**config.mk**
```make
export PLATFORM = sky130hd
export DESIGN_NAME = dsp_adj_mem
export DESIGN_NICKNAME = d
export VERILOG_FILES = /design/src/rtl/core/dense_shortest_path_engine_assert.svh /design/src/rtl/core/dsp_pkg.sv /design/src/rtl/core/dsp_adj_mem.sv
export SDC_FILE = /design/constraint.sdc
export NUM_CORES = 2
export LEC_CHECK = 0
export BUFFER_PORTS_ARGS = -buffer_cell sky130_fd_sc_hd__buf_4
export CAP_MARGIN = 40
export CORE_MARGIN = 8
export CORE_UTILIZATION = 45
export DETAILED_ROUTE_END_ITERATION = 16
export SLEW_MARGIN = 25
export SYNTH_ARGS = -nofsm -noshare
export SYNTH_HDL_FRONTEND = slang
export SYNTH_SLANG_ARGS = --single-unit
```
**constraint.sdc**
```tcl
create_clock -name clk -period 5.9 [get_ports clk]
set_clock_uncertainty 0.15 [all_clocks]
set_input_delay 1.18 -clock clk [delete_from_list [all_inputs] [get_ports clk]]
set_output_delay 1.18 -clock clk [all_outputs]
set_load 0.05 [all_outputs]
```
**src/rtl/core/dense_shortest_path_engine_assert.svh**
```systemverilog
// Assertion macros used by the shortest path engine RTL.
`ifndef DENSE_SHORTEST_PATH_ENGINE_ASSERT_SVH
`define DENSE_SHORTEST_PATH_ENGINE_ASSERT_SVH

// Same-cycle implication, checked outside reset.
`define DSP_ASSERT_IMPL(label, ante, cons) \
  label: assert property (@(posedge clk) disable iff (rst) (ante) |-> (cons)) \
    else $error("dsp assertion failed: same-cycle implication");

// Next-cycle implication, checked outside reset.
`define DSP_ASSERT_NEXT(label, ante, cons) \
  label: assert property (@(posedge clk) disable iff (rst) (ante) |=> (cons)) \
    else $error("dsp assertion failed: next-cycle implication");

`endif

```
**src/rtl/core/dsp_pkg.sv**
```systemverilog
// Types and constants shared by the shortest path engine modules.
package dsp_pkg;

  localparam int VID_W            = 6;   // vertex index inside the chain, up to 64 cells
  localparam int VTX_W            = 4;
  localparam int WGT_W            = 16;
  localparam int COST_W           = 20;
  localparam int CNT_W            = 5;
  localparam int MAX_VERTICES_DEF = 16;
  localparam int VCOUNT_LIMIT     = 16;
  localparam logic [COST_W-1:0] COST_MAX   = '1;
  localparam logic [CNT_W-1:0]  VCOUNT_RST = 5'd16;

  typedef enum logic [1:0] {
    ACT_WRITE = 2'd0,
    ACT_CLEAR = 2'd1,
    ACT_RUN   = 2'd2,
    ACT_NOP   = 2'd3
  } action_t;

  typedef enum logic [0:0] {
    REG_VCOUNT = 1'b0,
    REG_TREE   = 1'b1
  } reg_idx_t;

  typedef enum logic [1:0] {
    TOK_NONE,
    TOK_SCAN,
    TOK_RELAX
  } tok_kind_t;

  typedef enum logic [2:0] {
    ST_CLEAR,
    ST_IDLE,
    ST_WRITE2,
    ST_INIT,
    ST_SCAN,
    ST_RELAX,
    ST_DRAIN,
    ST_OUT
  } state_t;

  // Word travelling down the cell chain.
  typedef struct packed {
    tok_kind_t          kind;
    logic               found;   // scan: a candidate was picked
    logic [VID_W-1:0]   idx;     // scan: best vertex; relax: settled vertex
    logic [COST_W-1:0]  cost;    // scan: best cost; relax: cost of settled vertex
    logic [VID_W-1:0]   dst;     // relax: neighbor addressed
    logic [WGT_W-1:0]   weight;  // relax: edge weight
  } tok_t;

  typedef struct packed {
    logic               reached;
    logic               visited;
    logic               has_prev;
    logic [VID_W-1:0]   prev;
    logic [COST_W-1:0]  cost;
  } cell_st_t;

  typedef struct packed {
    logic               init;
    logic               src_ok;
    logic [VID_W-1:0]   src;
    logic               shift;
    logic               tree_mode;
    logic [CNT_W-1:0]   n;
  } cell_ctl_t;

endpackage

```
**src/rtl/core/dsp_adj_mem.sv**
```systemverilog
// Adjacency weight memory: one write port, one registered read port.
module dsp_adj_mem #(
  parameter int AW = 8
) (
  input  logic                     clk,
  input  logic                     we,
  input  logic [AW-1:0]            waddr,
  input  logic [dsp_pkg::WGT_W-1:0] wdata,
  input  logic [AW-1:0]            raddr,
  output logic [dsp_pkg::WGT_W-1:0] rdata
);

  logic [dsp_pkg::WGT_W-1:0] mem [(1 << AW)];

  always_ff @(posedge clk) begin
    if (we) begin
      mem[waddr] <= wdata;
    end
  end

  always_ff @(posedge clk) begin
    rdata <= mem[raddr];
  end

endmodule

```
# Yosys cells after proc, flatten, opt, wreduce, memory -nomap -nowiden
# Memories as Yosys holds them, arrays and structs flattened. A register that Yosys moved wholly into a read port is not among the register bits.
# Cells that the tools add are included.
# totals
output_inout_bits,16
ff_bits,0
romBits,0
memories,1
wordCells,3
latch_bits,0
ramBits,4096
# classes
n_mul,0
n_mux,2
order_cmp,0
n_eq_ne,0
n_addsub,0
n_div,0
bitwise,0
reduce_logical,0
shift,0
# mem_list
memory,depth,word_bits,rd,rd_clocked_by_memory_dff,write_ports,line_no,rtl
mem,256,16,1,1,1,dsp_adj_mem.sv:13,logic [dsp_pkg::WGT_W-1:0] mem [(1 << AW)];
# ops
cell,n
1-bit 2-to-1 mux,2

# Depth between registers and ports, before layout
# depth
depth_word,2
mapped_depth,12

# Worst setup path before layout
# No wires, ideal clock.
# synth_timing
path_kind,input port to flip-flop
from,in waddr[3]
to,"mem mem[235][0] (netlist bit), enable pin"
required_time_ns,5.362
path_buffers,3
stages,6
t_arrival_ns,2.957
path_slack_ns,2.405
path_cell_list,clkbuf_1 -> nor2b_1 -> clkbuf_1 -> nand4_1 -> clkbuf_1 -> nor2_1
# synth_lines
element,line_no,rtl
"start, declared",dsp_adj_mem.sv:7,"input logic [AW-1:0] waddr,"
"end, declared",dsp_adj_mem.sv:13,
# Straight into the memory's write port.

==> impl_metrics.tcl <==
set metrics [dict create \
    clock-sinks 4112 \
    area_growth_pct 14.1 \
    syn_nets 7394 \
    synth_top_family_by_area "multiplexers" \
    tritoncts "yes" \
    min_path_cells 1 \
    ys_ff_latch 4112 \
    reg2reg_to "rdata[11]" \
    setup_slack_ps 1730 \
    layout-drive-gt1-share_pct 26.2 \
    slew_headroom_pct 26.9 \
    worstMarginPinSlew_ps 1100 \
    crit_required_ps 6570 \
    vias 79300 \
    initial_utilization_pct 45.1 \
    max_stage_delay_ps 580 \
    setup-tns-final_ps 0 \
    gr-total-overflow 0 \
    synth.avg_cell_area_um2 21.6 \
    cts-htree-levels 5 \
    reg2reg_slack_ps 2810 \
    synth-simple-area-share_pct 1.57 \
    drtAntennaViolNets 0 \
    die_x_um 610 \
    hold_class "input pin to flip-flop" \
    antenna_found_initial 28 \
    drc 0 \
    path_buf_inv 5 \
    criticalPathCategory "input pin to flip-flop" \
    drt_wl_total_mm 427 \
    clkTransAtPathRegs_ps 70 \
    crit_family "buffers and inverters" \
    via_per_inst 6.16 \
    min_to "mem[86][14]" \
    drt_iter0_drc 9513 \
    clkLatencyLatePin_ps 990 \
    crit_path_end_kind "flip-flop" \
    worstPathArrival_ps 4840 \
    timing.rr.start "mem[31][11]" \
    dpl_worst_slack_ps 613 \
    synthMuxAreaShare_pct 15.5 \
    critPathSlowestCell "nor4_1" \
    port_buffers 49 \
    grt_use_met1_pct 31.0 \
    cp_cell_sequence "buf_16 > buf_12 > buf_4 > buf_12 > buf_12 > mux4_2 > o22ai_1 > a21oi_1 > nand4_1 > nor4_1" \
    ctsResizeCount 0 \
    hold_path_startpoint "wdata[14]" \
    place_congestion 0.867 \
    status "complete, no violations" \
    clockRootBuffer "clkbuf_16" \
    cellPowerDensity_nw_per_um2 338 \
    grt_pass1_wl_mm 601 \
    maxSlewViolCount 0 \
    grt_util_met2_pct 36.1 \
    ys.flop_type "edfxtp_1" \
    place_hpwl_mm 254 \
    ir_drop_uv 269 \
    max_freq_mhz 240 \
    hold_slack_ps 439 \
    fp.dieArea_um2 372000 \
    core_area_um2 352000 \
    fin_crit_ps 4170 \
    wl_per_cell_um 33.2 \
    synth-edff-count 4096 \
    synth-seq-area-share_pct 77.7 \
    final-setup-viol-count 0 \
    ys_types 52 \
    rsz0062_at_grt "false" \
    async_reset_ff_share_pct 0 \
    top_level_ports 50 \
    fill_cells 27300 \
    use_met3_pct 4.44 \
    cp_max_fo 64 \
    grt_pass1_vias 78900 \
    synth_compound_area_share_pct 3.54 \
    grt_max_degree 161 \
    dieHeight_um 610 \
    drv_cap 0 \
    leakagePower_nw 57.3 \
    period_share_pct 70.7 \
    synthAdderAreaFrac_pct 0 \
    grt_busiest_layer "met2" \
    grt.total_usage_pct 22.4 \
    drt_first_pass_iters 7 \
    synthXorXnorAreaFrac_pct 0 \
    cts_setup_buffers 0 \
    syn_area_um2 159000 \
    numCtsBuffers 415 \
    nets 7921 \
    crit_path_start_kind "input pin" \
    yosysWarnings 0 \
    std_cell_rows 218 \
    cts_buffer_depth 4 \
    path_common_cell "buf_12" \
    r2r_cells 6 \
    synthCells 7360 \
    hold_viol 0 \
    cts_hold_buf 0 \
]
==> synthesized netlist by cell type, drive strengths merged (5+ instances only) <==
master	instances	share of area (%)
dfxtp	16	0.20
nand2	38	0.090
mux4	797	11
a31oi	6	0.024
a22o	32	0.18
a22oi	43	0.20
o21ai	38	0.12
o31ai	16	0.076
buf	222	1.1
nor3	92	0.29
nor4	18	0.075
nor2	304	0.72
a221oi	28	0.15
mux2	88	0.62
o22ai	148	0.58
o221ai	253	1.4
o32ai	21	0.12
or2	5	0.020
mux2i	565	3.6
and3	11	0.043
a21oi	175	0.55
clkbuf	230	0.54
nand3	35	0.11
a2111oi	6	0.033
nand4	26	0.10
edfxtp	4096	77
a211oi	18	0.085
nor2b	9	0.035
==> flip-flops by register name, summed over array words and instances, names as in the netlist <==
register  count
mem        4096
rdata        16
==> cell type report <==
type                       count  area (um^2)  share of cell area, %
clock inverter               269         2580                   1.43
clock buffer                 491        10700                   5.92
inverter                       4         27.5                 0.0152
tap                         4620         5780                   3.19
timing repair buffer         562         5300                   2.92
sequential                  4112       123000                   68.1
antenna                       21         52.6                 0.0290
multi-input combinational   2792        33300                   18.4
==> layout by cell type (no fill, tap or decap), drive strengths merged, types with 5 or more instances in the layout <==
cell      count
o31ai        16
diode        21
a22o         32
nor2        304
a211oi       18
mux4        797
inv          21
a22oi        43
o221ai      253
clkbuf      494
edfxtp     4096
o21ai        38
clkinvlp     12
nand2        38
buf         559
nand4        26
a221oi       28
o32ai        21
nand3        35
clkinv      203
mux2i       565
o22ai       148
and3         11
a2111oi       6
or2           5
dfxtp        16
bufinv       37
a31oi         6
nor2b         9
nor3         92
a21oi       175
mux2         88
nor4         18
==> per-layer routing <==
metal  routed length, um  part of all wire (%)  vias to the layer above
li1                    -                     -                    32400
met3               34900                   8.2                      665
met4               14300                   3.3                       10
met5                 217                 0.051                        -
met2              205000                    48                     3557
met1              172000                    40                    42700
==> worst max path at each step <==
stage / start / slack [ps] / cells past startpoint / endpoint
2_1_floorplan: waddr[3] / 2410 / 6 / mem[235][0]
3_3_place_gp: raddr[0] / 640 / 10 / rdata[2]
3_5_place_dp: raddr[0] / 610 / 10 / rdata[2]
4_1_cts: raddr[0] / 1690 / 10 / rdata[2]
5_1_grt: raddr[0] / 1610 / 10 / rdata[2]
6_report: raddr[0] / 1730 / 10 / rdata[2]
==> power by group <==
group          internal, W  leakage (nW)  switching, W  total [W]
combinational      0.00107          13.9       0.00208    0.00316
clock               0.0147          6.49        0.0112     0.0258
sequential          0.0322          36.9     0.0000723     0.0323
==> logic make-up after synthesis <==
kind of cell,after synthesis
AO/OA/AOI/OAI,786
buffers and inverters,456
flip-flops,4112
multiplexers,1450
AND/OR/NAND/NOR,556
==> per-stage QoR <==
stage / power [W] / utilization [%] / cell area [um^2] / instances
2_1_floorplan: 0.0345 / - / 159000 / 7360
3_3_place_gp: 0.0360 / 47.5 / 167000 / 12100
3_5_place_dp: 0.0361 / 47.6 / 167000 / 12100
4_1_cts: 0.0616 / 51.4 / 181000 / 12800
5_1_grt: 0.0628 / 51.5 / 181000 / 12900
6_report: 0.0612 / 51.5 / 181000 / 12900
No activity file was read; power rests on OpenSTA's default activity.
