<file path="src/rtl/core/dense_shortest_path_engine_assert.svh">
// Assertion macros used by the shortest path engine RTL.
`ifndef DENSE_SHORTEST_PATH_ENGINE_ASSERT_SVH
`define DENSE_SHORTEST_PATH_ENGINE_ASSERT_SVH

// Same-cycle implication, checked outside reset.
`define DSP_ASSERT_IMPL(label, ante, cons) \
  label: assert property (@(posedge clk) disable iff (rst) (ante) |-> (cons)) \
    else $error("dsp assertion failed: same-cycle implication");

// Next-cycle implication, checked outside reset.
`define DSP_ASSERT_NEXT(label, ante, cons) \
  label: assert property (@(posedge clk) disable iff (rst) (ante) |=> (cons)) \
    else $error("dsp assertion failed: next-cycle implication");

`endif

</file>
<file path="src/rtl/core/dsp_pkg.sv">
// Types and constants shared by the shortest path engine modules.
package dsp_pkg;

  localparam int VID_W            = 6;   // vertex index inside the chain, up to 64 cells
  localparam int VTX_W            = 4;
  localparam int WGT_W            = 16;
  localparam int COST_W           = 20;
  localparam int CNT_W            = 5;
  localparam int MAX_VERTICES_DEF = 16;
  localparam int VCOUNT_LIMIT     = 16;
  localparam logic [COST_W-1:0] COST_MAX   = '1;
  localparam logic [CNT_W-1:0]  VCOUNT_RST = 5'd16;

  typedef enum logic [1:0] {
    ACT_WRITE = 2'd0,
    ACT_CLEAR = 2'd1,
    ACT_RUN   = 2'd2,
    ACT_NOP   = 2'd3
  } action_t;

  typedef enum logic [0:0] {
    REG_VCOUNT = 1'b0,
    REG_TREE   = 1'b1
  } reg_idx_t;

  typedef enum logic [1:0] {
    TOK_NONE,
    TOK_SCAN,
    TOK_RELAX
  } tok_kind_t;

  typedef enum logic [2:0] {
    ST_CLEAR,
    ST_IDLE,
    ST_WRITE2,
    ST_INIT,
    ST_SCAN,
    ST_RELAX,
    ST_DRAIN,
    ST_OUT
  } state_t;

  // Word travelling down the cell chain.
  typedef struct packed {
    tok_kind_t          kind;
    logic               found;   // scan: a candidate was picked
    logic [VID_W-1:0]   idx;     // scan: best vertex; relax: settled vertex
    logic [COST_W-1:0]  cost;    // scan: best cost; relax: cost of settled vertex
    logic [VID_W-1:0]   dst;     // relax: neighbor addressed
    logic [WGT_W-1:0]   weight;  // relax: edge weight
  } tok_t;

  typedef struct packed {
    logic               reached;
    logic               visited;
    logic               has_prev;
    logic [VID_W-1:0]   prev;
    logic [COST_W-1:0]  cost;
  } cell_st_t;

  typedef struct packed {
    logic               init;
    logic               src_ok;
    logic [VID_W-1:0]   src;
    logic               shift;
    logic               tree_mode;
    logic [CNT_W-1:0]   n;
  } cell_ctl_t;

endpackage

</file>
<file path="src/rtl/core/dsp_cell.sv">
// One vertex cell: holds cost and flags, joins the min scan, relaxes itself.
module dsp_cell (
  input  logic                      clk,
  input  logic                      rst,
  input  logic [dsp_pkg::VID_W-1:0] index,
  input  dsp_pkg::cell_ctl_t        ctl,
  input  dsp_pkg::tok_t             tok_in,
  output dsp_pkg::tok_t             tok_out,
  input  dsp_pkg::cell_st_t         nb_st,
  output dsp_pkg::cell_st_t         st
);

  logic                        active;
  logic                        settle;
  logic                        eff_visited;
  logic                        take;
  logic                        hit;
  logic [dsp_pkg::COST_W:0]    sum;
  logic [dsp_pkg::COST_W-1:0]  cand;
  dsp_pkg::cell_st_t           st_next;
  dsp_pkg::tok_t               tok_next;

  assign active      = index < {1'b0, ctl.n};
  assign settle      = (tok_in.kind == dsp_pkg::TOK_RELAX) && (tok_in.idx == index);
  assign eff_visited = st.visited | settle;

  always_comb begin
    sum  = {1'b0, tok_in.cost} + (dsp_pkg::COST_W + 1)'(tok_in.weight);
    if (ctl.tree_mode) begin
      cand = dsp_pkg::COST_W'(tok_in.weight);
    end else if (sum[dsp_pkg::COST_W]) begin
      cand = dsp_pkg::COST_MAX;
    end else begin
      cand = sum[dsp_pkg::COST_W-1:0];
    end
    take = (tok_in.kind == dsp_pkg::TOK_SCAN) && active && st.reached && !st.visited &&
           (!tok_in.found || (st.cost < tok_in.cost));
    hit  = (tok_in.kind == dsp_pkg::TOK_RELAX) && (tok_in.dst == index) && active &&
           (tok_in.weight != '0) && !eff_visited && (!st.reached || (cand < st.cost));

    tok_next = tok_in;
    if (take) begin
      tok_next.found = 1'b1;
      tok_next.idx   = index;
      tok_next.cost  = st.cost;
    end

    st_next = st;
    priority if (ctl.init) begin
      st_next.reached  = active && ctl.src_ok && (index == ctl.src);
      st_next.visited  = 1'b0;
      st_next.has_prev = 1'b0;
      st_next.prev     = '0;
      st_next.cost     = '0;
    end else if (ctl.shift) begin
      st_next = nb_st;
    end else begin
      st_next.visited = eff_visited;
      if (hit) begin
        st_next.reached  = 1'b1;
        st_next.has_prev = 1'b1;
        st_next.prev     = tok_in.idx;
        st_next.cost     = cand;
      end
    end
  end

  always_ff @(posedge clk) begin
    if (rst) begin
      st.reached    <= 1'b0;
      st.visited    <= 1'b0;
      st.has_prev   <= 1'b0;
      tok_out.kind  <= dsp_pkg::TOK_NONE;
    end else begin
      st.reached    <= st_next.reached;
      st.visited    <= st_next.visited;
      st.has_prev   <= st_next.has_prev;
      tok_out.kind  <= tok_next.kind;
    end
    st.prev        <= st_next.prev;
    st.cost        <= st_next.cost;
    tok_out.found  <= tok_next.found;
    tok_out.idx    <= tok_next.idx;
    tok_out.cost   <= tok_next.cost;
    tok_out.dst    <= tok_next.dst;
    tok_out.weight <= tok_next.weight;
  end

endmodule

</file>
<file path="config.mk">
export PLATFORM = sky130hd
export DESIGN_NAME = dsp_cell
export DESIGN_NICKNAME = d
export VERILOG_FILES = /design/src/rtl/core/dense_shortest_path_engine_assert.svh /design/src/rtl/core/dsp_pkg.sv /design/src/rtl/core/dsp_cell.sv
export SDC_FILE = /design/constraint.sdc
export NUM_CORES = 1
export LEC_CHECK = 0
export ABC_AREA = 1
export BUFFER_PORTS_ARGS = -buffer_cell sky130_fd_sc_hd__buf_2
export CAP_MARGIN = 15
export CORE_MARGIN = 2
export CORE_UTILIZATION = 51
export DETAILED_ROUTE_END_ITERATION = 10
export PLACE_DENSITY_LB_ADDON = 0.12
export RECOVER_POWER = 100
export SETUP_SLACK_MARGIN = 0.1
export SLEW_MARGIN = 20
export SYNTH_ARGS = -nofsm -noshare
export SYNTH_HDL_FRONTEND = slang
export SYNTH_SLANG_ARGS = --single-unit
</file>
<file path="constraint.sdc">
create_clock -name clk -period 4 [get_ports clk]
set_input_delay 0.2 -clock clk [delete_from_list [all_inputs] [get_ports clk]]
set_output_delay 0.2 -clock clk [all_outputs]
set_load 0.03 [all_outputs]
</file>
# Word level (Yosys, flattened, before mapping)
# Index checks and enable logic that the tools add are counted.
# totals
out_inout_bits	80
word_cells	50
register_bits	80
inputBits	103
# op_classes
n_eq_ne	5
magnitude_cmp	3
n_reduce_logical	22
bitwise_logic	1
add_sub_neg	1
n_mux	7
# ops
cell	n
29-bit 2-to-1 mux	2
20-bit < comparator	2
20-bit 2-to-1 mux	2
27-bit 2-to-1 mux	1
26-bit 2-to-1 mux	1
20-bit by 16-bit adder with 21-bit output	1
6-bit == test	3
16-bit nonzero test	1
1-bit logical AND	12
6-bit by 5-bit < comparator with 1-bit output	1
1-bit zero test	4
3-bit nonzero test	1
2-bit by 1-bit == test with 1-bit output (second input constant)	1
2-bit == test (second input constant)	1
1-bit logical OR	2
2-bit nonzero test	1
2-bit OR reduction	1
1-bit 2-to-1 mux	1
1-bit bitwise OR	1

# Logic depth before layout (Yosys ltp)
# logic_depth
word_depth	9
depth_mapped	29
mapped_depth_nobuf	28

# Worst setup path before layout
# OpenSTA, ideal clock, no wires.
# synth_path
path_kind	input -> register
start	in tok_in[0] in the netlist's numbering
end	reg st[26] in the netlist's numbering
arrival_ps	3423
setup_ps	112
setup_slack_ps	464
path_buffers	1
stages	28
t_required_ps	3888
path_cell_list	ha_1 > fa_1 > nand2_1 > nand2_1 > nand2_2 > nor2_2 > nand2_1 > nand2_1 > inv_2 > nand2_1 > nor2_1 > inv_2 > a21oi_1 > o21ai_1 > o21ai_0 > inv_1 > ha_1 > nand2_1 > nor3_1 > nor4b_1 > nand2_1 > nand2_2 > nand2_4 > nand2_8 > nand2_8 > buf_6 > o21ai_2 > inv_1
# synth_via
elab_chain_len	7
elab_cells_between_ends	10
cone_classes	add/sub: 1; order compare: 1; mux: 2; reduce/logical: 6
# synth_rtl
element	line_no	source
start, declared	dsp_cell.sv:7	input dsp_pkg::tok_t tok_in,
20-bit by 16-bit adder with 21-bit output	dsp_cell.sv:28	sum = {1'b0, tok_in.cost} + (dsp_pkg::COST_W + 1)'(tok_in.weight);
20-bit 2-to-1 mux	dsp_cell.sv:31	end else if (sum[dsp_pkg::COST_W]) begin
20-bit 2-to-1 mux	dsp_cell.sv:29	if (ctl.tree_mode) begin
20-bit < comparator	dsp_cell.sv:39	(tok_in.weight != '0) && !eff_visited && (!st.reached || (cand < st.cost));
1-bit logical OR	dsp_cell.sv:39	
1-bit logical AND (*)	dsp_cell.sv:39	
2-bit nonzero test (no source line) (*)	n/a	
end, declared	dsp_cell.sv:10	output dsp_pkg::cell_st_t st
# Mark *: on every way between the ends. The rest lies on a longest branch, timed or not.
# A chain may end at the register's enable or synchronous reset.

# Worst setup path in the final report
# layout_path
start	in tok_in[0] in the netlist's numbering
end	reg st[10] in the netlist's numbering
# layout_via
elab_chain_len	7
elab_cells_between_ends	12
cone_classes	add/sub: 1; order compare: 1; mux: 4; reduce/logical: 6
# layout_rtl
element	line_no
20-bit by 16-bit adder with 21-bit output	dsp_cell.sv:28
20-bit 2-to-1 mux	dsp_cell.sv:31
20-bit 2-to-1 mux	dsp_cell.sv:29
20-bit < comparator	dsp_cell.sv:39
1-bit logical OR	dsp_cell.sv:39
1-bit logical AND	dsp_cell.sv:39
2-bit nonzero test (no source line)	n/a
# Several ways; a longest one is shown, not always the timed one. The select of a mux whose other input is x is not followed.

==> metrics.md <==
| Metric | Value |
|---|---|
| Starting Density | 0.529 |
| Area growth syn-to-layout | 24.7% |
| Dominant synthesized flop cell | dfxtp_1 |
| Cell internal power dissipation | 1.32 mW |
| Vert. Die Dim | 105 um |
| Final Wtd Congestion | 0.971 |
| Area of the die | 0.0111 mm^2 |
| Post-detailed-route DRC marker count | 0 |
| DRT antenna net count | 0 |
| Cell type with the largest total area after synthesis | dfxtp_1 |
| Comb power frac | 0.322 |
| Slew at the pin with the worst max-slew slack | 1.76 ns |
| Row cnt | 36 |
| Number of sinks on the clock net | 80 |
| Count of H-tree levels built during CTS | 3 |
| Switching component of the power | 0.775 mW |
| Vias in the first global route | 5420 |
| Switching power share of the total | 0.369 |
| Placed wire-length estimate after detailed placement | 12.8 mm |
| Violations in the final reports | max-capacitance violations, max-slew violations |
| Overflow after GRT | 0 |
| Detailed-route wire length | 16.5 mm |
| Number of port buffers | 182 |
| Most area-consuming cells after synthesis | dfxtp_1 (31%), ha_1 (14%), nand2_1 (13%), inv_1 (6.8%), a21oi_1 (6.2%) |
| Cell with the largest stage delay on the worst path | fa_1 |
| Die X | 105 um |
| Highest fanout seen on the critical path | 19 |
| Crit-path max cell delay | 0.40 ns |
| Number of vias per cell | 5.28 |
| Initial antenna violation count | 0 |
| Ant. Diodes | 0 |
| Routed wire per std cell | 15.3 um |
| Number of flops mapped to enable cells by yosys | 0 |
| Number of synthesized register bits | 80 |
| WS Path Type | in2reg |
| Power Density | 323 mW/mm^2 |
| Filler Cells Inserted | 980 |
| Wire length of the first global-routing pass | 26.1 mm |
| Power share of the sequential group | 0.416 |
| Worst VDD drop | 0.000170 V |
| Leakage | 3.20 nW |
| Post-synthesis area per instance | 7.03 um^2 |
| Sequential cell area fraction in the yosys report | 0.307 |
| Clock insertion delay at the later pin of the skew report | 0.35 ns |
| Fraction of final layout cells with drive strength greater than 1 | 0.137 |
| Share of Yosys cell area claimed by the top area cell type | 0.307 |
| Clock transition at the registers of the reported paths | 0.09 ns |
| Post-route setup slack | 0.381 ns |
| CP most frequent cell | nand2_1 |
| Result of the run | finished with violations |
| Netlist area before placement | 0.00522 mm^2 |
| Most frequent cells in the layout | nand2_1 (182), clkbuf_1 (106), inv_1 (95) |
| Final hold violation count | 0 |
| Number of max-slew violations in the final report | 47 |
| Hold WS | 0.0392 ns |
| Warnings from Yosys | 0 |
| RSZ-0062 raised after global routing | false |
| Setup violations, final | 0 |
| Syn nets | 904 |
| Clock tree from TritonCTS | built |
| TritonCTS buffer count | 9 |
| Ys async rst share | 0 |
| Crit path time final | 3.62 ns |
| Final worst-path cycle share | 0.905 |
| Top-level I/O count | 183 |
| Startpoint types | input port |
| Commonest non-fill, non-tap cell in the layout | nand2_1 |
| Rel. slew slack | -0.173 |
| WP data required | 4.21 ns |
| Final layout net count | 1103 |
| Number of vias after detailed routing | 5696 |
| Starting DRC count in detailed routing | 324 |
| Endpoint type of the worst setup path | flop |
| CP top delay family | simple AND/OR/NAND/NOR gates |
| Maximum clock rate | 276 MHz |
| Maximum number of pins on one net before global-route repair | 47 |
| Clock skew | 0.00867 ns |
| Number of buffer and inverter stages on the critical path | 5 |
| Part of the total power dissipated in the clock network | 0.262 |
| Number of distinct standard cells referenced by the synthesized netlist | 45 |
| Global routing usage summed across all routing layers | 0.293 |
| Synthesized instance count | 742 |
| Placeable core region | 0.00986 mm^2 |
| Root buf cell | clkbuf_8 |
| Number of max-capacitance violations reported | 1 |
| CP arrival | 3.83 ns |
| Detailed-router iteration count before antenna repair | 5 |
| Maximum clock path buffer count | 2 |
| Worst min path class | in2reg |
| Worst slack after detailed placement | -0.0364 ns |
[cells in the mapped netlist, types with 3 or more instances]
library cell / n
or2_2: 5
nor2_1: 43
xnor2_1: 9
a211oi_1: 4
a21boi_1: 4
nand2_1: 182
o21ai_0: 35
nand2_2: 3
nand3_1: 38
o22a_1: 4
ha_1: 58
a21oi_1: 65
inv_2: 6
o21ai_1: 27
clkbuf_1: 17
buf_6: 4
nand4_1: 9
inv_1: 95
xor2_1: 8
nor3_1: 3
nor4_1: 6
o21a_1: 3
o22ai_1: 3
a31oi_1: 4
dfxtp_1: 80
a21o_1: 3
[flip-flops by register name (all words and copies together), names as in the netlist]
name	count
st	29
tok_out	51
[logic make-up after synthesis]
kind of cell,Yosys count,share of synthesized area
buf+inv,124,0.0954
fa+ha+maj,59,0.143
compound gates,162,0.173
xor+xnor,17,0.0285
flops,80,0.307
simple gates,300,0.253
[cell type report]
class,instances,area [um^2],share of cell area
multi-input cells,539,3140,0.483
flip-flops and latches,80,1600,0.246
repair buffers,210,1040,0.160
inverters,101,379,0.0583
well taps,133,166,0.0256
clock buffers,11,141,0.0217
clock inverters,5,32.5,0.00500
[timing repair]
item                                    in CTS  in global routing
setup buffers                                0                  2
endpoints found under the setup margin       0                 27
endpoints found under the hold margin       18                  0
hold buffers                                18                  0
resized for setup                            0                  6
[worst paths after layout]
check | slack, ns | from | cells after the start | to
worst max register to register | 0.80 | st[1] | 13 | tok_out[31]
worst min-delay path | 0.04 | rst | 2 | tok_out[49]
worst min register to register | 0.50 | st[26] | 2 | st[26]
worst max-delay path | 0.38 | tok_in[0] | 29 | st[10]
[routing by layer]
layer,share of wire,vias up,global-route usage
met3,0.071,38,0.0462
met1,0.44,2559,0.379
li1,-,2851,-
met5,0,-,0
met2,0.45,248,0.488
met4,0.032,0,0.119
[power groups by stage]
stage	Clock (mW)	Sequential, mW	Combinational [mW]
after floorplan	0	0.978	0.350
after global placement	0	0.890	0.652
after detailed placement	0	0.891	0.663
after CTS	0.561	0.873	0.679
after global routing	0.595	0.879	0.750
final	0.550	0.874	0.675
[stage by stage]
stage | cell area (um^2) | TNS [ns] | util | power [mW] | cells
after floorplan | 5220 | 0 | - | 1.33 | 742
after global placement | 6250 | 0 | 0.634 | 1.54 | 1042
after detailed placement | 6250 | -0.574 | 0.634 | 1.55 | 1042
after CTS | 6600 | 0 | 0.669 | 2.11 | 1076
after global routing | 6510 | 0 | 0.660 | 2.22 | 1079
final | 6510 | 0 | 0.660 | 2.10 | 1079
(Power assumes the default switching activity.)
